[src/design/grd_pkg.sv]
// Shared types, constants and helpers of the gamepad report decoder.
// No dependencies.
package grd_pkg;

	localparam int UNITS_PER_G = 512;
	localparam int UG_W = $clog2(UNITS_PER_G + 1);
	localparam int DVD_W = 16 + UG_W;
	localparam int PROD_W = 17 + UG_W + 1;
	localparam int CAL_SHIFT = 14;
	localparam int CAL_ROUND = (1 << CAL_SHIFT) - 1;
	localparam logic [17:0] RECIP6 = 18'd174763;
	localparam int RECIP6_SHIFT = 20;
	localparam logic [7:0] ID_FULL = 8'h30;
	localparam logic [7:0] ID_NULL = 8'h00;
	localparam logic signed [15:0] SCALE_RESET = 16'sh4000;
	localparam int Q_DEPTH = 2;
	localparam int Q_PTR_W = 1;

	localparam int CFG_IDX_W = 3;
	localparam logic [CFG_IDX_W-1:0] CFG_OFS_X = 3'd0;
	localparam logic [CFG_IDX_W-1:0] CFG_OFS_Y = 3'd1;
	localparam logic [CFG_IDX_W-1:0] CFG_OFS_Z = 3'd2;
	localparam logic [CFG_IDX_W-1:0] CFG_SCL_X = 3'd3;
	localparam logic [CFG_IDX_W-1:0] CFG_SCL_Y = 3'd4;
	localparam logic [CFG_IDX_W-1:0] CFG_SCL_Z = 3'd5;

	typedef struct packed {
		logic [7:0] report_id;
		logic [23:0] raw_buttons;
		logic [23:0] left_stick_raw;
		logic [23:0] right_stick_raw;
		logic [47:0] imu_sample_first;
		logic [47:0] imu_sample_second;
		logic [47:0] imu_sample_third;
	} grd_in_t;

	typedef struct packed {
		logic accepted;
		logic [23:0] buttons;
		logic signed [15:0] left_x;
		logic signed [15:0] left_y;
		logic signed [15:0] right_x;
		logic signed [15:0] right_y;
		logic signed [15:0] accel_x;
		logic signed [15:0] accel_y;
		logic signed [15:0] accel_z;
	} grd_out_t;

	typedef struct packed {
		logic accepted;
		logic [23:0] buttons;
		logic [15:0] left_x;
		logic [15:0] left_y;
		logic [15:0] right_x;
		logic [15:0] right_y;
		logic [2:0] avg_neg;
		logic [2:0][15:0] avg_mag;
	} grd_item_t;

	typedef struct packed {
		logic [2:0] neg;
		logic [2:0][15:0] mag;
	} grd_div_t;

	typedef struct packed {
		logic accepted;
		logic [23:0] buttons;
		logic [15:0] left_x;
		logic [15:0] left_y;
		logic [15:0] right_x;
		logic [15:0] right_y;
		logic [2:0] res_neg;
	} grd_side_t;

	typedef struct packed {
		logic [15:0] rem;
		logic [DVD_W-1:0] dvd;
	} grd_step_t;

	function automatic logic [15:0] stick_widen(input logic [11:0] v);
		return {~v[11], v[10:0], v[3:0]};
	endfunction

	function automatic grd_step_t div_step(input logic [15:0] rem, input logic [DVD_W-1:0] dvd,
			input logic [15:0] dm);
		logic [16:0] t;
		grd_step_t r;
		t = {rem, dvd[DVD_W-1]};
		if (t >= {1'b0, dm}) begin
			r.rem = 16'(t - {1'b0, dm});
			r.dvd = {dvd[DVD_W-2:0], 1'b1};
		end else begin
			r.rem = t[15:0];
			r.dvd = {dvd[DVD_W-2:0], 1'b0};
		end
		return r;
	endfunction

	function automatic logic [15:0] sat16(input logic neg, input logic [DVD_W-1:0] q);
		if (neg) begin
			if (q > DVD_W'(32768)) return 16'h8000;
			return 16'(~q + 1'b1);
		end
		if (q > DVD_W'(32767)) return 16'h7fff;
		return q[15:0];
	endfunction

endpackage

[src/design/grd_queue.sv]
// Short queue between the front end and the divider pipeline.
// Uses grd_pkg for the entry type and depth.
module grd_queue (
	input logic clk,
	input logic arst_n,
	input logic push,
	input grd_pkg::grd_item_t push_item,
	output logic full,
	input logic pop,
	output grd_pkg::grd_item_t pop_item,
	output logic empty
);

	grd_pkg::grd_item_t entry_q [grd_pkg::Q_DEPTH];
	logic [grd_pkg::Q_PTR_W-1:0] wr_q, rd_q;
	logic [grd_pkg::Q_PTR_W:0] cnt_q;

	assign full = (cnt_q == (grd_pkg::Q_PTR_W+1)'(grd_pkg::Q_DEPTH));
	assign empty = (cnt_q == '0);
	assign pop_item = entry_q[rd_q];

	always_ff @(posedge clk) begin
		if (push) entry_q[wr_q] <= push_item;
	end

	always_ff @(posedge clk or negedge arst_n) begin
		if (!arst_n) begin
			wr_q <= '0;
			rd_q <= '0;
			cnt_q <= '0;
		end else begin
			if (push) wr_q <= wr_q + 1'b1;
			if (pop) rd_q <= rd_q + 1'b1;
			if (push && !pop) cnt_q <= cnt_q + 1'b1;
			else if (pop && !push) cnt_q <= cnt_q - 1'b1;
		end
	end

endmodule

[config.mk]
export PLATFORM = sky130hd
export DESIGN_NAME = grd_queue
export DESIGN_NICKNAME = d
export VERILOG_FILES = /design/src/design/grd_pkg.sv /design/src/design/grd_queue.sv
export SDC_FILE = /design/constraint.sdc
export NUM_CORES = 1
export LEC_CHECK = 0
export BUFFER_PORTS_ARGS = -buffer_cell sky130_fd_sc_hd__clkbuf_2
export CORE_ASPECT_RATIO = 0.6
export CORE_UTILIZATION = 30
export CTS_BUF_LIST = sky130_fd_sc_hd__clkbuf_8 sky130_fd_sc_hd__clkbuf_16
export DETAILED_ROUTE_END_ITERATION = 6
export GPL_ROUTABILITY_DRIVEN = 0
export PLACE_DENSITY_LB_ADDON = 0.25
export SLEW_MARGIN = 10
export SYNTH_ARGS = -nofsm -noshare
export SYNTH_HDL_FRONTEND = slang
export SYNTH_SLANG_ARGS = --single-unit
[constraint.sdc]
create_clock -name clk -period 8.8 [get_ports clk]
set_input_delay 1.76 -clock clk [delete_from_list [all_inputs] [get_ports clk]]
set_output_delay 1.76 -clock clk [all_outputs]
set_load 0.005 [all_outputs]
# After elaboration in Yosys (flattened, before gate mapping)
# Memories as Yosys holds them, arrays and structs flattened.
# Index checks and enable logic that the tools add are counted.
totals:
  mem_bits_ro: 0
  wordCells: 19
  mem_bits_rw: 280
  latch_bits: 0
  mem_count: 1
  regBits: 4
classes:
  n_eq_ne: 1
  n_addsub: 4
  div_mod_pow: 0
  mul: 0
  mux: 4
  n_reduce_logical: 6
  n_lt_le_gt_ge: 0
  n_bitwise: 0
  shift: 0
memory_table:
  columns: ["name", "depth", "width", "rd", "rd_clocked_by_memory_dff", "write_ports", "line", "text"]
  rows:
  - ["entry_q", 2, 140, 1, 0, 1, "grd_queue.sv:14", "grd_pkg::grd_item_t entry_q [grd_pkg::Q_DEPTH];"]
ops:
  columns: ["op", "count"]
  rows:
  - ["$mux 2", 2]
  - ["$add 1x1->1 const B", 2]
  - ["$add 2x1->2 const B", 1]
  - ["$eq 2x2->1 const B", 1]
  - ["$logic_and 1x1->1", 2]
  - ["$logic_not 1->1", 2]
  - ["$logic_not 2->1", 1]
  - ["$mux 1", 2]
  - ["$reduce_bool 2->1", 1]
  - ["$sub 2x1->2 const B", 1]

# Longest topological paths before layout
logic_depth:
  ltp_word: 4
  ltp_mapped: 5
  depth_no_buf: 5

# Worst setup path after synthesis
# OpenSTA, ideal clock, no wires.
synth_path:
  path_type: "input-to-reg"
  startpoint: "input push"
  endpoint: "memory entry_q[0][0] (netlist name), enable pin"
  path_buffers: 0
  path_stages: 1
  setup_ns: 0.658
  arrival_time_ns: 7.821
  path_slack_ns: 0.321
  path_cell_list: "nor2b_1"
synth_between:
  elab_chain_len: 2
synth_rtl:
  columns: ["element", "line", "text"]
  rows:
  - ["from (decl)", "grd_queue.sv:6", "input logic push,"]
  - ["$mux 1", "grd_queue.sv:23", "if (push) entry_q[wr_q] <= push_item;"]
  - ["$mux 1 (not written as such)", "grd_queue.sv:23", null]
  - ["to (decl)", "grd_queue.sv:14", null]
# Every way passes these cells.

==> results.txt <==
* CP cell instances: buf_4 -> buf_4 -> mux2_4 -> clkbuf_2
* Yosys warns: 0
* Pwr Total: 4.192 mW
- The cell area that synthesis handed to floorplanning was 0.01066 mm2.
* Slowest CP cell: sky130_fd_sc_hd__dfrtp_4
- Post-route cell area: 0.01344 mm2
* Area of the core: 0.03501 mm2
* Initial standard-cell utilization of the core: 30.45%
- Syn Nets: 597
- At the pin with the least slew margin, the transition time is 0.9879 ns.
- Compound-Gate Fraction of Synth Area: 0%
- Total Neg Setup Slack: 0 ns
- Largest net degree at the start of global routing: 141
- Setup violations remaining at the end of the flow were counted as 0.
* Buffers inserted by post-CTS timing repair: 0
- Type of the most critical hold path: reg2reg
* Overall die area: 0.03632 mm2
* Proportion of netlist area held by the largest area contributor: 78.86%
* Routed via count divided by cell count: 4.180
* Maximum clock rate: 204.1 MHz
- Worst-path fanout max: 47
- After synthesis, flip-flops and latches occupy 79.80% of the total area.
- Fin crit share: 55.69%
- Dividing the detail-routed wire length by the instance count gives 17.83 um.
- Clk_lat worst skew: 0.54 ns
- Counting every sink on the clock net gives 284.
- Counting stages on the worst path, the most repeated cell is sky130_fd_sc_hd__buf_4.
- Number of DRC violations after detailed-routing iteration 0: 241
- Number of antenna violations at the first check in global routing: 2
* Longest Clk Path Bufs: 3
- Shortest clock period the worst path allows after layout: 4.900 ns
- After Yosys synthesis, and, or, nand and nor cells account for 0.2464% of the synthesized area.
- Power spread over the standard cell area amounts to 311.9 mW/mm2.
* Peak VDD IR: 0.0001576 V
- Max-slew headroom at the worst pin: 34.14%
- The number of gates resized after CTS was 0.
- The number of global-route vias before repair was 5366.
* Data required, critical path: 7.04 ns
* H-tree lvl count: 1
- Number of optimization iterations in the first detailed-route pass: 4
- The count of pins over their slew limit was 0.
- Once detail routing completed, the nets flagged for antenna violations numbered 0.
- CTS Root Buffer Type: sky130_fd_sc_hd__clkbuf_16
- Leftover overflow at the end of global routing: 0
- The analysis attributes to cell leakage a power of 5.311 nW.
- The library cell used most frequently in the layout, excluding fill and tap cells, is sky130_fd_sc_hd__clkbuf_2.
* Clock tree from TritonCTS: yes
* Final core occ: 38.39%
- The worst setup path is captured at a primary output.
- Avg Synthesized Cell Area: 23.59 um2
* Top-level port count: 286
- On the final layout, the worst hold slack is 0.4898 ns.
* Share of layout cells above drive strength 1: 61.01%
* Synthesis-to-finish area growth: 26.08%
- Leading cell types by total area after synthesis: sky130_fd_sc_hd__edfxtp_1 (79%), sky130_fd_sc_hd__mux2_4 (13%), sky130_fd_sc_hd__mux2_2 (5.3%)
- RSZ-0062 raised after global routing: no
- MaxCap Viol Count: 0
* Post-synthesis cell type count: 14
- Quantity of I/O buffers inserted on ports: 285
- Number of buffers created by CTS: 28
* Combinational family with the most area after synthesis: multiplexers
- Sequential cells burn 45.6% of the power.
- The flow ran to the end, and the final reports show no timing, DRC or antenna violations.
- Via count: 5183
- Synthesized-area fraction occupied by adder cells: 0.1174%
- Critical path arrival: 3.14 ns
- In this run the power spent charging and discharging nets is 1.126 mW.
* Portion of total power attributed to combinational logic: 27.6%
- Number of nets in the finished design: 902
- The floorplan step set the die width to 245.4 um.
- Multiplexer share of the synthesized area: 17.96%
* Switching portion of total power: 26.86%
* #FFs+latches synth: 284
* Placement Rows: 53
* Die Span Y: 148.0 um
- Worst clock skew: 0.006506 ns
- Most frequent cells in the layout: sky130_fd_sc_hd__clkbuf_2 (285), sky130_fd_sc_hd__edfxtp_1 (280), sky130_fd_sc_hd__mux2_4 (90)
- The number of hold buffers added after CTS was 0.
- Internal power comes to 3.066 mW.
* Critical Path Max Stage Delay: 0.94 ns
- The worst setup path is of the reg2out kind.
- The final-report hold violation count is 0.
* Placed wire-length estimate: 14780 um
- Total length of routed wires: 22120 um
* Dominant cell type by area after synthesis: sky130_fd_sc_hd__edfxtp_1
- Across every metal layer, demand over resource in global routing totals 11.88%.
* Post-Place Cell Area: 0.01259 mm2
* Detailed-route DRC error count: 0
* XOR/XNOR share of the synthesized area: 0.4107%
* Nature of the critical path startpoint: register
- In this run, the clock network consumes 26.8% of the power.
- Gate Count Post-Synth: 452
- First-pass GRT wire length: 32580 um
- Clock-pin slew was measured on the worst setup and hold paths at 0.06 ns.
-- worst paths after layout --
kind | from | end | slack, ns | depth (start not counted)
max in group asynchronous | arst_n | rd_q | 7.64 | 1
min reg2reg | cnt_q[1] | cnt_q[1] | 0.49 | 1
max reg2reg | wr_q | entry_q[1][41] | 6.94 | 2
min in group asynchronous | arst_n | cnt_q[1] | 1.02 | 1
max | rd_q | pop_item[60] | 3.90 | 4
min | cnt_q[1] | cnt_q[1] | 0.49 | 1
-- power groups by stage --
stage	registers (mW)	clock network, mW	logic, mW
after floorplan	1.92	0	0.798
after global placement	1.95	0	1.19
after detailed placement	1.95	0	1.19
after CTS	1.92	1.17	1.19
after global routing	1.94	1.22	1.25
final	1.91	1.12	1.16
-- synth_stat cells --
library cell	instances
sky130_fd_sc_hd__and2_1	1
sky130_fd_sc_hd__buf_2	5
sky130_fd_sc_hd__buf_6	10
sky130_fd_sc_hd__buf_8	1
sky130_fd_sc_hd__dfrtp_1	4
sky130_fd_sc_hd__edfxtp_1	280
sky130_fd_sc_hd__ha_1	1
sky130_fd_sc_hd__inv_1	1
sky130_fd_sc_hd__mux2_2	50
sky130_fd_sc_hd__mux2_4	90
sky130_fd_sc_hd__nor2_1	2
sky130_fd_sc_hd__nor2b_1	2
sky130_fd_sc_hd__xnor2_1	1
sky130_fd_sc_hd__xor2_1	4
-- flip-flops by register name, indices dropped and copies added, names as in the netlist --
signal / cells
cnt_q: 2
entry_q: 280
rd_q: 1
wr_q: 1
-- cell families (layout without fill, tap and decap cells) --
family | after synthesis | in the layout
flip-flops | 284 | 284
AND/OR/NAND/NOR | 5 | 5
multiplexers | 140 | 140
other | 0 | 1
buffers and inverters | 17 | 337
adder cells (fa/ha/maj) | 1 | 1
XOR/XNOR | 5 | 5
-- per-stage QoR --
stage / worst slack (ns) / instances
final: 3.900 / 1240
after floorplan: 0.3214 / 452
after global routing: 3.709 / 1239
after global placement: 4.398 / 1194
after CTS: 3.793 / 1239
after detailed placement: 4.398 / 1194
-- layout make-up --
class | instances | area (um2)
Antenna cell | 1 | 2.502
Timing Repair Buffer | 291 | 1484
Multi-Input combinational cell | 151 | 2007
Clock inverter | 16 | 122.6
Inverter | 1 | 3.754
Sequential cell | 284 | 8512
Tap cell | 467 | 584.3
Fill cell | 3251 | 21570
Clock buffer | 29 | 725.7
-- layer usage --
metal | up-vias | GRT usage (%) | wire [um]
met5 | - | 0 | 12
met4 | 2 | 2.547 | 429
met3 | 32 | 4.938 | 1967
met2 | 171 | 17.75 | 9657
met1 | 2563 | 16.09 | 10050
li1 | 2415 | - | -
-- worst max-delay path: cells and delay by family, from the launching register on --
family	cells	cell delay (ns)
flip-flops	1	0.94
multiplexers	1	0.35
buffers and inverters	3	1.24
Note: power is estimated with default switching activity, not from simulation.
