## config.mk

```make
export PLATFORM = sky130hd
export DESIGN_NAME = grd_front
export DESIGN_NICKNAME = d
export VERILOG_FILES = /design/src/design/grd_pkg.sv /design/src/design/grd_front.sv
export SDC_FILE = /design/constraint.sdc
export NUM_CORES = 1
export LEC_CHECK = 0
export BUFFER_PORTS_ARGS = -buffer_cell sky130_fd_sc_hd__buf_2
export CAP_MARGIN = 25
export CORE_ASPECT_RATIO = 1.1
export CORE_MARGIN = 2
export CORE_UTILIZATION = 51
export DETAILED_ROUTE_END_ITERATION = 8
export PLACE_DENSITY = 0.84
export REMOVE_ABC_BUFFERS = 1
export SETUP_SLACK_MARGIN = 0.3
export SYNTH_ARGS = -nofsm -noshare
export SYNTH_HDL_FRONTEND = slang
export SYNTH_SLANG_ARGS = --single-unit
```

## constraint.sdc

```tcl
create_clock -name clk -period 10.7 [get_ports clk]
set_input_delay 0.535 -clock clk [delete_from_list [all_inputs] [get_ports clk]]
set_output_delay 0.535 -clock clk [all_outputs]
set_load 0.005 [all_outputs]
```

## src/design/grd_pkg.sv

```systemverilog
// Shared types, constants and helpers of the gamepad report decoder.
// No dependencies.
package grd_pkg;

	localparam int UNITS_PER_G = 512;
	localparam int UG_W = $clog2(UNITS_PER_G + 1);
	localparam int DVD_W = 16 + UG_W;
	localparam int PROD_W = 17 + UG_W + 1;
	localparam int CAL_SHIFT = 14;
	localparam int CAL_ROUND = (1 << CAL_SHIFT) - 1;
	localparam logic [17:0] RECIP6 = 18'd174763;
	localparam int RECIP6_SHIFT = 20;
	localparam logic [7:0] ID_FULL = 8'h30;
	localparam logic [7:0] ID_NULL = 8'h00;
	localparam logic signed [15:0] SCALE_RESET = 16'sh4000;
	localparam int Q_DEPTH = 2;
	localparam int Q_PTR_W = 1;

	localparam int CFG_IDX_W = 3;
	localparam logic [CFG_IDX_W-1:0] CFG_OFS_X = 3'd0;
	localparam logic [CFG_IDX_W-1:0] CFG_OFS_Y = 3'd1;
	localparam logic [CFG_IDX_W-1:0] CFG_OFS_Z = 3'd2;
	localparam logic [CFG_IDX_W-1:0] CFG_SCL_X = 3'd3;
	localparam logic [CFG_IDX_W-1:0] CFG_SCL_Y = 3'd4;
	localparam logic [CFG_IDX_W-1:0] CFG_SCL_Z = 3'd5;

	typedef struct packed {
		logic [7:0] report_id;
		logic [23:0] raw_buttons;
		logic [23:0] left_stick_raw;
		logic [23:0] right_stick_raw;
		logic [47:0] imu_sample_first;
		logic [47:0] imu_sample_second;
		logic [47:0] imu_sample_third;
	} grd_in_t;

	typedef struct packed {
		logic accepted;
		logic [23:0] buttons;
		logic signed [15:0] left_x;
		logic signed [15:0] left_y;
		logic signed [15:0] right_x;
		logic signed [15:0] right_y;
		logic signed [15:0] accel_x;
		logic signed [15:0] accel_y;
		logic signed [15:0] accel_z;
	} grd_out_t;

	typedef struct packed {
		logic accepted;
		logic [23:0] buttons;
		logic [15:0] left_x;
		logic [15:0] left_y;
		logic [15:0] right_x;
		logic [15:0] right_y;
		logic [2:0] avg_neg;
		logic [2:0][15:0] avg_mag;
	} grd_item_t;

	typedef struct packed {
		logic [2:0] neg;
		logic [2:0][15:0] mag;
	} grd_div_t;

	typedef struct packed {
		logic accepted;
		logic [23:0] buttons;
		logic [15:0] left_x;
		logic [15:0] left_y;
		logic [15:0] right_x;
		logic [15:0] right_y;
		logic [2:0] res_neg;
	} grd_side_t;

	typedef struct packed {
		logic [15:0] rem;
		logic [DVD_W-1:0] dvd;
	} grd_step_t;

	function automatic logic [15:0] stick_widen(input logic [11:0] v);
		return {~v[11], v[10:0], v[3:0]};
	endfunction

	function automatic grd_step_t div_step(input logic [15:0] rem, input logic [DVD_W-1:0] dvd,
			input logic [15:0] dm);
		logic [16:0] t;
		grd_step_t r;
		t = {rem, dvd[DVD_W-1]};
		if (t >= {1'b0, dm}) begin
			r.rem = 16'(t - {1'b0, dm});
			r.dvd = {dvd[DVD_W-2:0], 1'b1};
		end else begin
			r.rem = t[15:0];
			r.dvd = {dvd[DVD_W-2:0], 1'b0};
		end
		return r;
	endfunction

	function automatic logic [15:0] sat16(input logic neg, input logic [DVD_W-1:0] q);
		if (neg) begin
			if (q > DVD_W'(32768)) return 16'h8000;
			return 16'(~q + 1'b1);
		end
		if (q > DVD_W'(32767)) return 16'h7fff;
		return q[15:0];
	endfunction

endpackage

```

## src/design/grd_front.sv

```systemverilog
// Front end: calibration registers, report check, stick widening, sample averaging.
// Uses grd_pkg; feeds grd_queue and the divisors of grd_back.
module grd_front (
	input logic clk,
	input logic arst_n,
	input logic in_valid,
	output logic in_stall,
	input grd_pkg::grd_in_t in_data,
	input logic cfg_valid,
	output logic cfg_ready,
	input logic [grd_pkg::CFG_IDX_W-1:0] cfg_index,
	input logic [15:0] cfg_data,
	input logic q_full,
	output logic push,
	output grd_pkg::grd_item_t push_item,
	output grd_pkg::grd_div_t div_cfg
);

	logic signed [15:0] ofs_q [3];
	logic signed [15:0] scl_q [3];
	logic ok;

	assign cfg_ready = 1'b1;
	assign in_stall = q_full;
	assign push = in_valid & ~q_full;

	always_ff @(posedge clk or negedge arst_n) begin
		if (!arst_n) begin
			for (int i = 0; i < 3; i++) begin
				ofs_q[i] <= '0;
				scl_q[i] <= grd_pkg::SCALE_RESET;
			end
		end else if (cfg_valid) begin
			case (cfg_index)
				grd_pkg::CFG_OFS_X: ofs_q[0] <= cfg_data;
				grd_pkg::CFG_OFS_Y: ofs_q[1] <= cfg_data;
				grd_pkg::CFG_OFS_Z: ofs_q[2] <= cfg_data;
				grd_pkg::CFG_SCL_X: scl_q[0] <= cfg_data;
				grd_pkg::CFG_SCL_Y: scl_q[1] <= cfg_data;
				grd_pkg::CFG_SCL_Z: scl_q[2] <= cfg_data;
				default: ;
			endcase
		end
	end

	always_comb begin
		logic signed [16:0] diff;
		logic signed [grd_pkg::PROD_W-1:0] prod;
		logic signed [grd_pkg::PROD_W-1:0] adj;
		logic [15:0] d16;
		for (int a = 0; a < 3; a++) begin
			diff = 17'(scl_q[a]) - 17'(ofs_q[a]);
			prod = grd_pkg::PROD_W'(diff) * $signed(grd_pkg::PROD_W'(grd_pkg::UNITS_PER_G));
			adj = prod + (prod[grd_pkg::PROD_W-1] ? grd_pkg::PROD_W'(grd_pkg::CAL_ROUND) : '0);
			adj = adj >>> grd_pkg::CAL_SHIFT;
			d16 = adj[15:0];
			if (d16 == '0) d16 = 16'd1;
			div_cfg.neg[a] = d16[15];
			div_cfg.mag[a] = d16[15] ? 16'(~d16 + 1'b1) : d16;
		end
	end

	always_comb begin
		logic signed [18:0] sa, sb, sc, sum;
		logic [17:0] mag;
		logic [35:0] qp;
		ok = (in_data.report_id == grd_pkg::ID_FULL) || (in_data.report_id == grd_pkg::ID_NULL);
		push_item = '0;
		push_item.accepted = ok;
		if (ok) begin
			push_item.buttons = in_data.raw_buttons;
			push_item.left_x = grd_pkg::stick_widen(in_data.left_stick_raw[11:0]);
			push_item.left_y = grd_pkg::stick_widen(in_data.left_stick_raw[23:12]);
			push_item.right_x = grd_pkg::stick_widen(in_data.right_stick_raw[11:0]);
			push_item.right_y = grd_pkg::stick_widen(in_data.right_stick_raw[23:12]);
		end
		for (int a = 0; a < 3; a++) begin
			sa = 19'($signed(in_data.imu_sample_first[16*a +: 16]));
			sb = 19'($signed(in_data.imu_sample_second[16*a +: 16]));
			sc = 19'($signed(in_data.imu_sample_third[16*a +: 16]));
			sum = (sa <<< 1) + sa + (sb <<< 1) + sc;
			mag = sum[18] ? 18'(-sum) : 18'(sum);
			qp = {18'd0, mag} * {18'd0, grd_pkg::RECIP6};
			if (ok) begin
				push_item.avg_neg[a] = sum[18];
				push_item.avg_mag[a] = qp[grd_pkg::RECIP6_SHIFT +: 16];
			end
		end
	end

endmodule

```

* Word level (Yosys, flattened, before mapping)
Cells that the tools add are included.
** Word-level totals
- Output and inout bits :: 194
- Input bits :: 248
- Logic and storage cells :: 76
- Register bits :: 96
** Cells by class
- Bitwise logic cells :: 9
- Add/sub/neg operators :: 21
- Equal/unequal tests :: 6
- Multipliers :: 3
- Reductions and logical operators :: 12
- Multiplexer cells :: 19
** Operators by type and width (count)
- $mux W16 :: 9
- $mul A18 B18 Y36 const B :: 3
- $mux W88 :: 1
- $add A26 B15 Y27 :: 3
- $add A18 B17 Y19 :: 3
- $add A19 B16 Y19 :: 3
- $add A17 B16 Y18 :: 3
- $mux W18 :: 3
- $neg A18 Y18 :: 3
- $sub A16 B16 Y17 :: 3
- $add A16 B1 Y16 const B :: 3
- $logic_not A16 Y1 :: 3
- $not A16 Y16 :: 3
- $mux W14 :: 3
- $reduce_and A2 Y1 :: 6
- $eq A8 B6 Y1 const B :: 1
- $logic_not A8 Y1 :: 1
- $eq A3 B2 Y1 const B :: 2
- $eq A3 B3 Y1 const B :: 2
- $not A1 Y1 :: 5
- $eq A3 B1 Y1 const B :: 1
- $logic_not A3 Y1 :: 1
- $mux W1 :: 3
- $and A1 B1 Y1 :: 1
- $logic_or A1 B1 Y1 :: 1

* Longest topological paths before layout
Gate-level depths: netlist of run 1.
- Word-level depth :: 8
- Mapped depth :: 39
- Depth with buffers taken out :: 38

* Least setup slack after synthesis of run 1
No wires, ideal clock.
- Path kind :: input port to output port
- Start :: input in_data[34] (netlist bit)
- End :: output push_item[47] (netlist bit)
- Data required time :: 10.165 ns
- Arrival time :: 10.069 ns
- Buffers on the path :: 1
- Slack :: 0.096 ns
- Cell stages on the path :: 38
- Cells stage by stage :: inv_1 > fa_1 > inv_1 > fa_1 > ha_1 > fa_1 > a211o_1 > a2111oi_0 > o211ai_1 > nand2_1 > o2111ai_1 > o211ai_1 > xnor2_1 > clkbuf_1 > a21oi_1 > xor2_1 > ha_1 > inv_1 > (+2 left out) > inv_1 > fa_1 > fa_1 > inv_1 > fa_1 > inv_1 > ha_1 > a21o_1 > a21o_1 > a211oi_1 > o41ai_1 > a21oi_1 > o21ai_0 > o41ai_1 > o2111ai_1 > o31ai_1 > xnor2_1 > nor2_1
** RTL lines
- start, declared :: RTL line grd_front.sv:8 : input grd_pkg::grd_in_t in_data,
- end, declared :: RTL line grd_front.sv:15 : output grd_pkg::grd_item_t push_item,

==> metrics.csv, run 1 <==
stage;metric;value;unit
run;Max Cap Viol;0;
routing;total via count in the routed design;29132;
setup_path;crit path launch type;input pin;
final_layout;# fillers;4962;
synthesis;part of the Yosys area used for sequential elements;7.362;%
global_route;total track usage;26.84;%
global_route;met2 routing resource usage after global routing;49.58;%
timing;max-slew headroom at the worst pin;27.95;%
floorplan;starting density of the core;51.39;%
final_layout;proportion of layout cells with a drive suffix above 1;23.44;%
floorplan;y dimension of the die;269.5;um
clock_tree;CTS max path bufs;2;
placement;detailed-placement wirelength estimate;73580;um
setup_path;Critical Path End Type;output port;
clock_tree;number of buffers inserted during clock tree synthesis;9;
synthesis;number of synthesis warnings;0;
synthesis;most common library cells after synthesis;inv_1 (1111), ha_1 (584), fa_1 (420), nor2_1 (174), o21ai_0 (146);
final_layout;post-route core utilization;62.15;%
routing;Pre-Repair DR Iteration Count;6;
floorplan;area of the die;66130;um2
placement;routability-driven placement congestion ratio;0.9921;
timing;pins over their slew limit;0;
global_route;via count of the first global-routing pass;29703;
clock_tree;depth of the CTS H-tree;3;
synthesis;number of distinct library cell variants in the gate-level netlist after synthesis;99;
final_layout;area taken by flip-flops and latches;2406;um2
routing;number of DRC markers after the initial detailed-route iteration;2002;
setup_path;top fanout value on the critical path;3;
timing;final worst clock skew;0;ps
synthesis;most numerous cell in the Yosys netlist;inv_1;
global_route;met1 GRT Util;31.11;%
global_route;GRT met3 Usage;3.474;%
routing;vias per inst;5.493;
global_route;layer carrying the most global-route usage;met2;
synthesis;Main synth FF type;dfrtp_1;
timing;least setup slack across all paths after layout;-392.6;ps
final_layout;Syn-to-layout area delta;20.93;%
synthesis;total of flip-flops plus latches after synthesis;96;
final_layout;Total Nets Final;5706;
timing;slew at the pin with the worst max-slew slack;1067;ps
placement;Port Buf Inserts;428;
clock_tree;library cell used as clock root buffer;clkbuf_16;
timing;minimum clock period;11090;ps
timing;number of setup violations in the final report;10;
final_layout;area used by multi-input combinational logic;27420;um2
routing;average wire per standard cell;18.25;um
synthesis;number of instances in the synthesized netlist;3840;
synthesis;area of the mapped netlist;32680;um2
synthesis;average footprint of a synthesized cell;8.511;um2
setup_path;slowest cell on the critical path;fa_1;
timing;top achievable clock speed;90.15;MHz
outcome;violated checks;setup timing;
setup_path;Data arrival, critical path;10560;ps
synthesis;Area contributors post-synth;fa_1 (26%), ha_1 (22%), inv_1 (13%), dfrtp_1 (7.1%), xnor2_1 (3.8%);
timing;unrepaired setup endpoints after global routing;true;
min_path;kind of path behind the tightest hold check;in2async;
setup_path;WS Path Type;in2out;
synthesis;async set-or-reset flop fraction in the synthesized netlist;100.0;%
synthesis;largest area contributor in the synthesized netlist;fa_1;
routing;total length of routed wires;96770;um
synthesis;number of enable flip-flop cells after synthesis;0;
clock_tree;register clock-pin slew on the reported worst setup and hold paths;70;ps
global_route;global route total overflow;0;
floorplan;Top-Level Pins;442;
outcome;outcome;finished with violations;
floorplan;area of the core;63600;um2
clock_tree;insertion delay of the later-clocked pin in the worst-skew pair;350;ps
routing;count of nets left with antenna violations after detail routing;0;
setup_path;required time at the worst-slack endpoint;10170;ps
clock_tree;CTS sink cnt;96;
synthesis;area share of the leading cell type in the synthesized netlist;25.73;%
clock_tree;number of hold buffers added after cts;0;
global_route;global-route wire length before repair;144500;um
global_route;maximum number of pins on one net before global-route repair;73;
timing;share of the clock period used by the worst path;103.7;%
setup_path;highest cell delay on the worst timing path;550;ps
timing;final hold vios;0;
setup_path;most frequent cell on the critical path;fa_1;
routing;drc violations;0;
floorplan;num rows;97;
global_route;antenna violations before repair;6;
clock_tree;CTS tree;yes;
floorplan;overall die width;245.4;um
-- cell type report --
class                           count  share of cell area (%)
Antenna cell                        3                 0.01899
Clock buffer                        9                  0.5698
Clock inverter                      7                  0.2532
Inverter                         1113                   10.60
Multi-Input combinational cell   2561                   69.37
Sequential cell                    96                   6.087
Tap cell                          841                   2.662
Timing Repair Buffer              673                   10.44
-- cells in the final DEF (no fill, tap or decap), types with 41 or more instances in the layout --
cell type     n
xnor2_1     118
xor2_1       71
buf_4       224
buf_2       423
ha_4         41
o21ai_0     133
inv_1      1061
a21o_1       41
mux2_2       52
ha_1        534
nor3_1       53
dfrtp_1      93
and2_1       91
nand2_1     137
inv_2        48
nor2_1      163
fa_1        408
a21oi_1     114
-- state kept, by name (all words and copies together), names as in the netlist --
register,flops
ofs_q,48
scl_q,48
-- worst max-delay path: cells and delay by family --
kind / cells / cell delay (ps)
compound gates: 13 / 2860
xor+xnor: 3 / 630
fa+ha+maj: 10 / 4160
buf+inv: 11 / 1080
simple gates: 5 / 1260
-- final timing paths --
path	from	end	slack, ps	cells after the start
min in group clk	cfg_data[2]	ofs_q[2]	510	3
worst max register to register	scl_q[1]	scl_q[1]	9880	1
worst min-delay path	arst_n	scl_q[26]	140	1
worst min register to register	scl_q[37]	scl_q[37]	510	1
worst max-delay path	in_data[129]	push_item[46]	-390	42
max in group asynchronous	arst_n	scl_q[15]	9380	2
-- timing repair --
action / CTS / global route
pin swaps: 90 / 141
endpoints found under the setup margin: 37 / 40
buffers inserted: 29 / 41
gates resized for setup: 133 / 207
gates cloned: 0 / 1
-- cells by family after synthesis --
kind of cell | count (synthesis) | synth area share (%)
buffers and inverters | 1195 | 14.14
adders and majority gates | 1004 | 48.08
and+or+nand+nor | 679 | 10.68
AOI/OAI and AO/OA | 574 | 11.39
xor gates and xnor gates | 231 | 6.309
DFF | 96 | 7.362
muxes | 59 | 2.006
other | 2 | 0.02298
-- per-stage QoR --
stage	instances	setup TNS (ps)	worst slack, ps	instance area [um2]	hold slack (ps)
finish	5303	-2220	-392.6	39530	138.5
global route	5302	-3853	-532.0	39520	177.5
CTS	5256	0	259.4	38130	178.2
floorplan	3769	0	77.40	32280	239.4
detailed placement	5211	-7164	-743.1	36830	498.0
global placement	5211	-3662	-454.9	36830	491.1
-- per-layer routing --
metal	up-vias	routed length, um
met5	-	21
met4	4	5559
met3	429	5923
met2	1253	49040
met1	14107	36230
li1	13339	-
Power of run 1 is not shown: default switching activity piles up to over one toggle a cycle in this logic, so the estimate is an artifact.
==> run 2, diff against run 1 <==
--- a/config.mk
+++ b/config.mk
@@ -5,13 +5,14 @@
 export SDC_FILE = /design/constraint.sdc
 export NUM_CORES = 1
 export LEC_CHECK = 0
+export ABC_AREA = 1
 export BUFFER_PORTS_ARGS = -buffer_cell sky130_fd_sc_hd__buf_2
 export CAP_MARGIN = 25
 export CORE_ASPECT_RATIO = 1.1
-export CORE_MARGIN = 2
+export CORE_MARGIN = 4
 export CORE_UTILIZATION = 51
 export DETAILED_ROUTE_END_ITERATION = 8
-export PLACE_DENSITY = 0.84
+export PLACE_DENSITY = 0.83
 export REMOVE_ABC_BUFFERS = 1
 export SETUP_SLACK_MARGIN = 0.3
 export SYNTH_ARGS = -nofsm -noshare
==> metrics.csv, run 2 <==
stage;metric;value;unit;change
synthesis;number of synthesis warnings;0;;unchanged
setup_path;Data arrival, critical path;9390;ps;-1170 ps
setup_path;slowest cell on the critical path;fa_1;;
clock_tree;register clock-pin slew on the reported worst setup and hold paths;70;ps;about the same
floorplan;Top-Level Pins;442;;unchanged
setup_path;WS Path Type;in2out;;
clock_tree;depth of the CTS H-tree;3;;unchanged
setup_path;crit path launch type;input pin;;
synthesis;async set-or-reset flop fraction in the synthesized netlist;100.0;%;unchanged
global_route;global-route wire length before repair;148100;um;+2.5%
run;Max Cap Viol;0;;unchanged
routing;number of DRC markers after the initial detailed-route iteration;1722;;-14%
routing;total via count in the routed design;30852;;+5.9%
setup_path;highest cell delay on the worst timing path;540;ps;about the same
timing;final hold vios;0;;unchanged
timing;pins over their slew limit;0;;unchanged
setup_path;Critical Path End Type;output port;;
final_layout;count of placed standard cells in the final layout, fillers left out;6096;;+15%
timing;slew at the pin with the worst max-slew slack;1065;ps;-1.984 ps
synthesis;Main synth FF type;dfrtp_1;;
setup_path;buffering stage count on the worst path with inverters included;10;;-1
outcome;outcome;finished, final reports clean;;
synthesis;area share of the leading cell type in the synthesized netlist;24.22;%;-1.5 points
setup_path;endpoint of the worst-slack reg-to-reg timing path;scl_q[14];;
placement;routability-driven placement congestion ratio;0.9756;;-1.7%
timing;top achievable clock speed;100.8;MHz;+12%
final_layout;Total Nets Final;6474;;+13%
routing;average wire per standard cell;14.79;um;-19%
timing;final worst clock skew;0;ps;unchanged
routing;vias per inst;5.061;;-7.9%
global_route;maximum number of pins on one net before global-route repair;64;;-12%
placement;Port Buf Inserts;428;;unchanged
synthesis;average footprint of a synthesized cell;7.193;um2;-15%
routing;drc violations;0;;unchanged
final_layout;commonest non-fill, non-tap cells in the layout;inv_1 (1468), nand2_1 (825), ha_1 (584);;
timing;unrepaired setup endpoints after global routing;true;;
global_route;antenna violations before repair;2;;-4
final_layout;most common library cell in the layout ignoring fill and taps;inv_1;;
synthesis;number of distinct library cell variants in the gate-level netlist after synthesis;62;;-37%
timing;max-slew headroom at the worst pin;28.78;%;+0.84 points
setup_path;setup slack of the worst register-to-register path;9880;ps;about the same
setup_path;source of the critical timing path;in_data[34];;
global_route;total track usage;24.58;%;-2.3 points
global_route;global route total overflow;0;;unchanged
setup_path;kind of cell with the highest combined delay on the critical path;adder cells;;
synthesis;part of the Yosys area used for sequential elements;6.932;%;-0.43 points
min_path;kind of path behind the tightest hold check;in2async;;
placement;cell count after placement;6074;;+17%
clock_tree;number of buffers inserted during clock tree synthesis;9;;unchanged
timing;share of the clock period used by the worst path;92.73;%;-11 points
floorplan;starting density of the core;51.37;%;about the same
setup_path;startpoint of the most critical register-to-register path;scl_q[14];;
synthesis;number of enable flip-flop cells after synthesis;0;;unchanged
synthesis;largest area contributor in the synthesized netlist;fa_1;;
floorplan;y dimension of the die;281.6;um;+4.5%
floorplan;area of the core;67560;um2;+6.2%
final_layout;proportion of layout cells with a drive suffix above 1;10.62;%;-13 points
synthesis;most common library cells after synthesis;inv_1 (1469), nand2_1 (825), ha_1 (584), fa_1 (420), nor2_1 (323);;
timing;total negative slack;0;ps;+2220 ps
global_route;via count of the first global-routing pass;30750;;+3.5%
synthesis;total of flip-flops plus latches after synthesis;96;;unchanged
floorplan;num rows;100;;+3.1%
routing;total length of routed wires;90150;um;-6.8%
setup_path;top fanout value on the critical path;6;;+3
timing;Final Hold Slack;154.7;ps;+16.20 ps
setup_path;required time at the worst-slack endpoint;10170;ps;about the same
clock_tree;number of hold buffers added after cts;0;;unchanged
synthesis;most numerous cell in the Yosys netlist;inv_1;;
floorplan;area of the die;72300;um2;+9.3%
synthesis;number of instances in the synthesized netlist;4825;;+26%
timing;minimum clock period;9922;ps;-1170 ps
timing;number of setup violations in the final report;0;;-10
setup_path;instance count on the critical path;44;;+4.8%
final_layout;Regs by FF count;ofs_q x48, scl_q x48;;
synthesis;Area contributors post-synth;fa_1 (24%), ha_1 (21%), inv_1 (16%), nand2_1 (8.9%), dfrtp_1 (6.7%);;
setup_path;depth of the most critical reg-to-reg path;2;;+1
synthesis;area of the mapped netlist;34710;um2;+6.2%
routing;Pre-Repair DR Iteration Count;6;;unchanged
placement;detailed-placement wirelength estimate;81000;um;+10%
floorplan;overall die width;256.7;um;+4.6%
final_layout;Syn-to-layout area delta;9.632;%;
clock_tree;CTS tree;yes;;
placement;setup slack at placement;384.3;ps;+1127 ps
clock_tree;CTS max path bufs;2;;unchanged
timing;least setup slack across all paths after layout;777.8;ps;+1170 ps
clock_tree;library cell used as clock root buffer;clkbuf_16;;
routing;count of nets left with antenna violations after detail routing;0;;unchanged
clock_tree;CTS sink cnt;96;;unchanged
clock_tree;insertion delay of the later-clocked pin in the worst-skew pair;340;ps;about the same
## run 2: through the flow
stage | area (um2) | utilization [%]
after floorplan | 34360 | -
after global placement | 37680 | 55.76
after detailed placement | 37680 | 55.76
after CTS | 37970 | 56.20
after global routing | 38050 | 56.32
final | 38050 | 56.32
## run 2: kinds of logic (layout without fill, tap and decap cells)
logic type      after synthesis  after routing  share of synthesized area (%)
compound gates              553            553                          8.926
xor+xnor                    136            136                          3.627
fa+ha+maj                  1004           1004                          45.28
buf+inv                    1548           1939                          17.13
flops                        96             96                          6.932
other cells                   2             15                        0.02164
simple gates               1486           1486                          18.09
## run 2: area by class of cell
type,count,area (um2)
well taps,867,1085
multi-input cells,3192,26440
flip-flops and latches,96,2406
clock buffers,9,225.2
repair inverters,1,5.005
inverters,1480,5562
fillers,6227,29510
diodes,2,5.005
repair buffers,442,2257
clock inverters,7,68.82
## run 2: worst max path at each step
stage                     to  slack [ps]
2_1_floorplan  push_item[31]        1690
3_3_place_gp   push_item[43]         470
3_5_place_dp   push_item[43]         380
4_1_cts        push_item[43]         350
5_1_grt        push_item[43]         220
6_report       push_item[43]         780
## run 2: layer usage
layer	wire (um)	vias to the layer above	global-route usage (%)	share of wire [%]
met4	3860	0	9.163	4.3
met5	0	-	0	0
li1	-	15353	-	-
met2	45070	910	45.46	50
met3	4583	195	2.650	5.1
met1	36640	14394	29.63	41
## run 2: what timing repair did
action,CTS,global route
setup buffers,0,2
endpoints found under the setup margin,0,17
gates resized for setup,0,14
Power of run 2 is left out for the same reason.
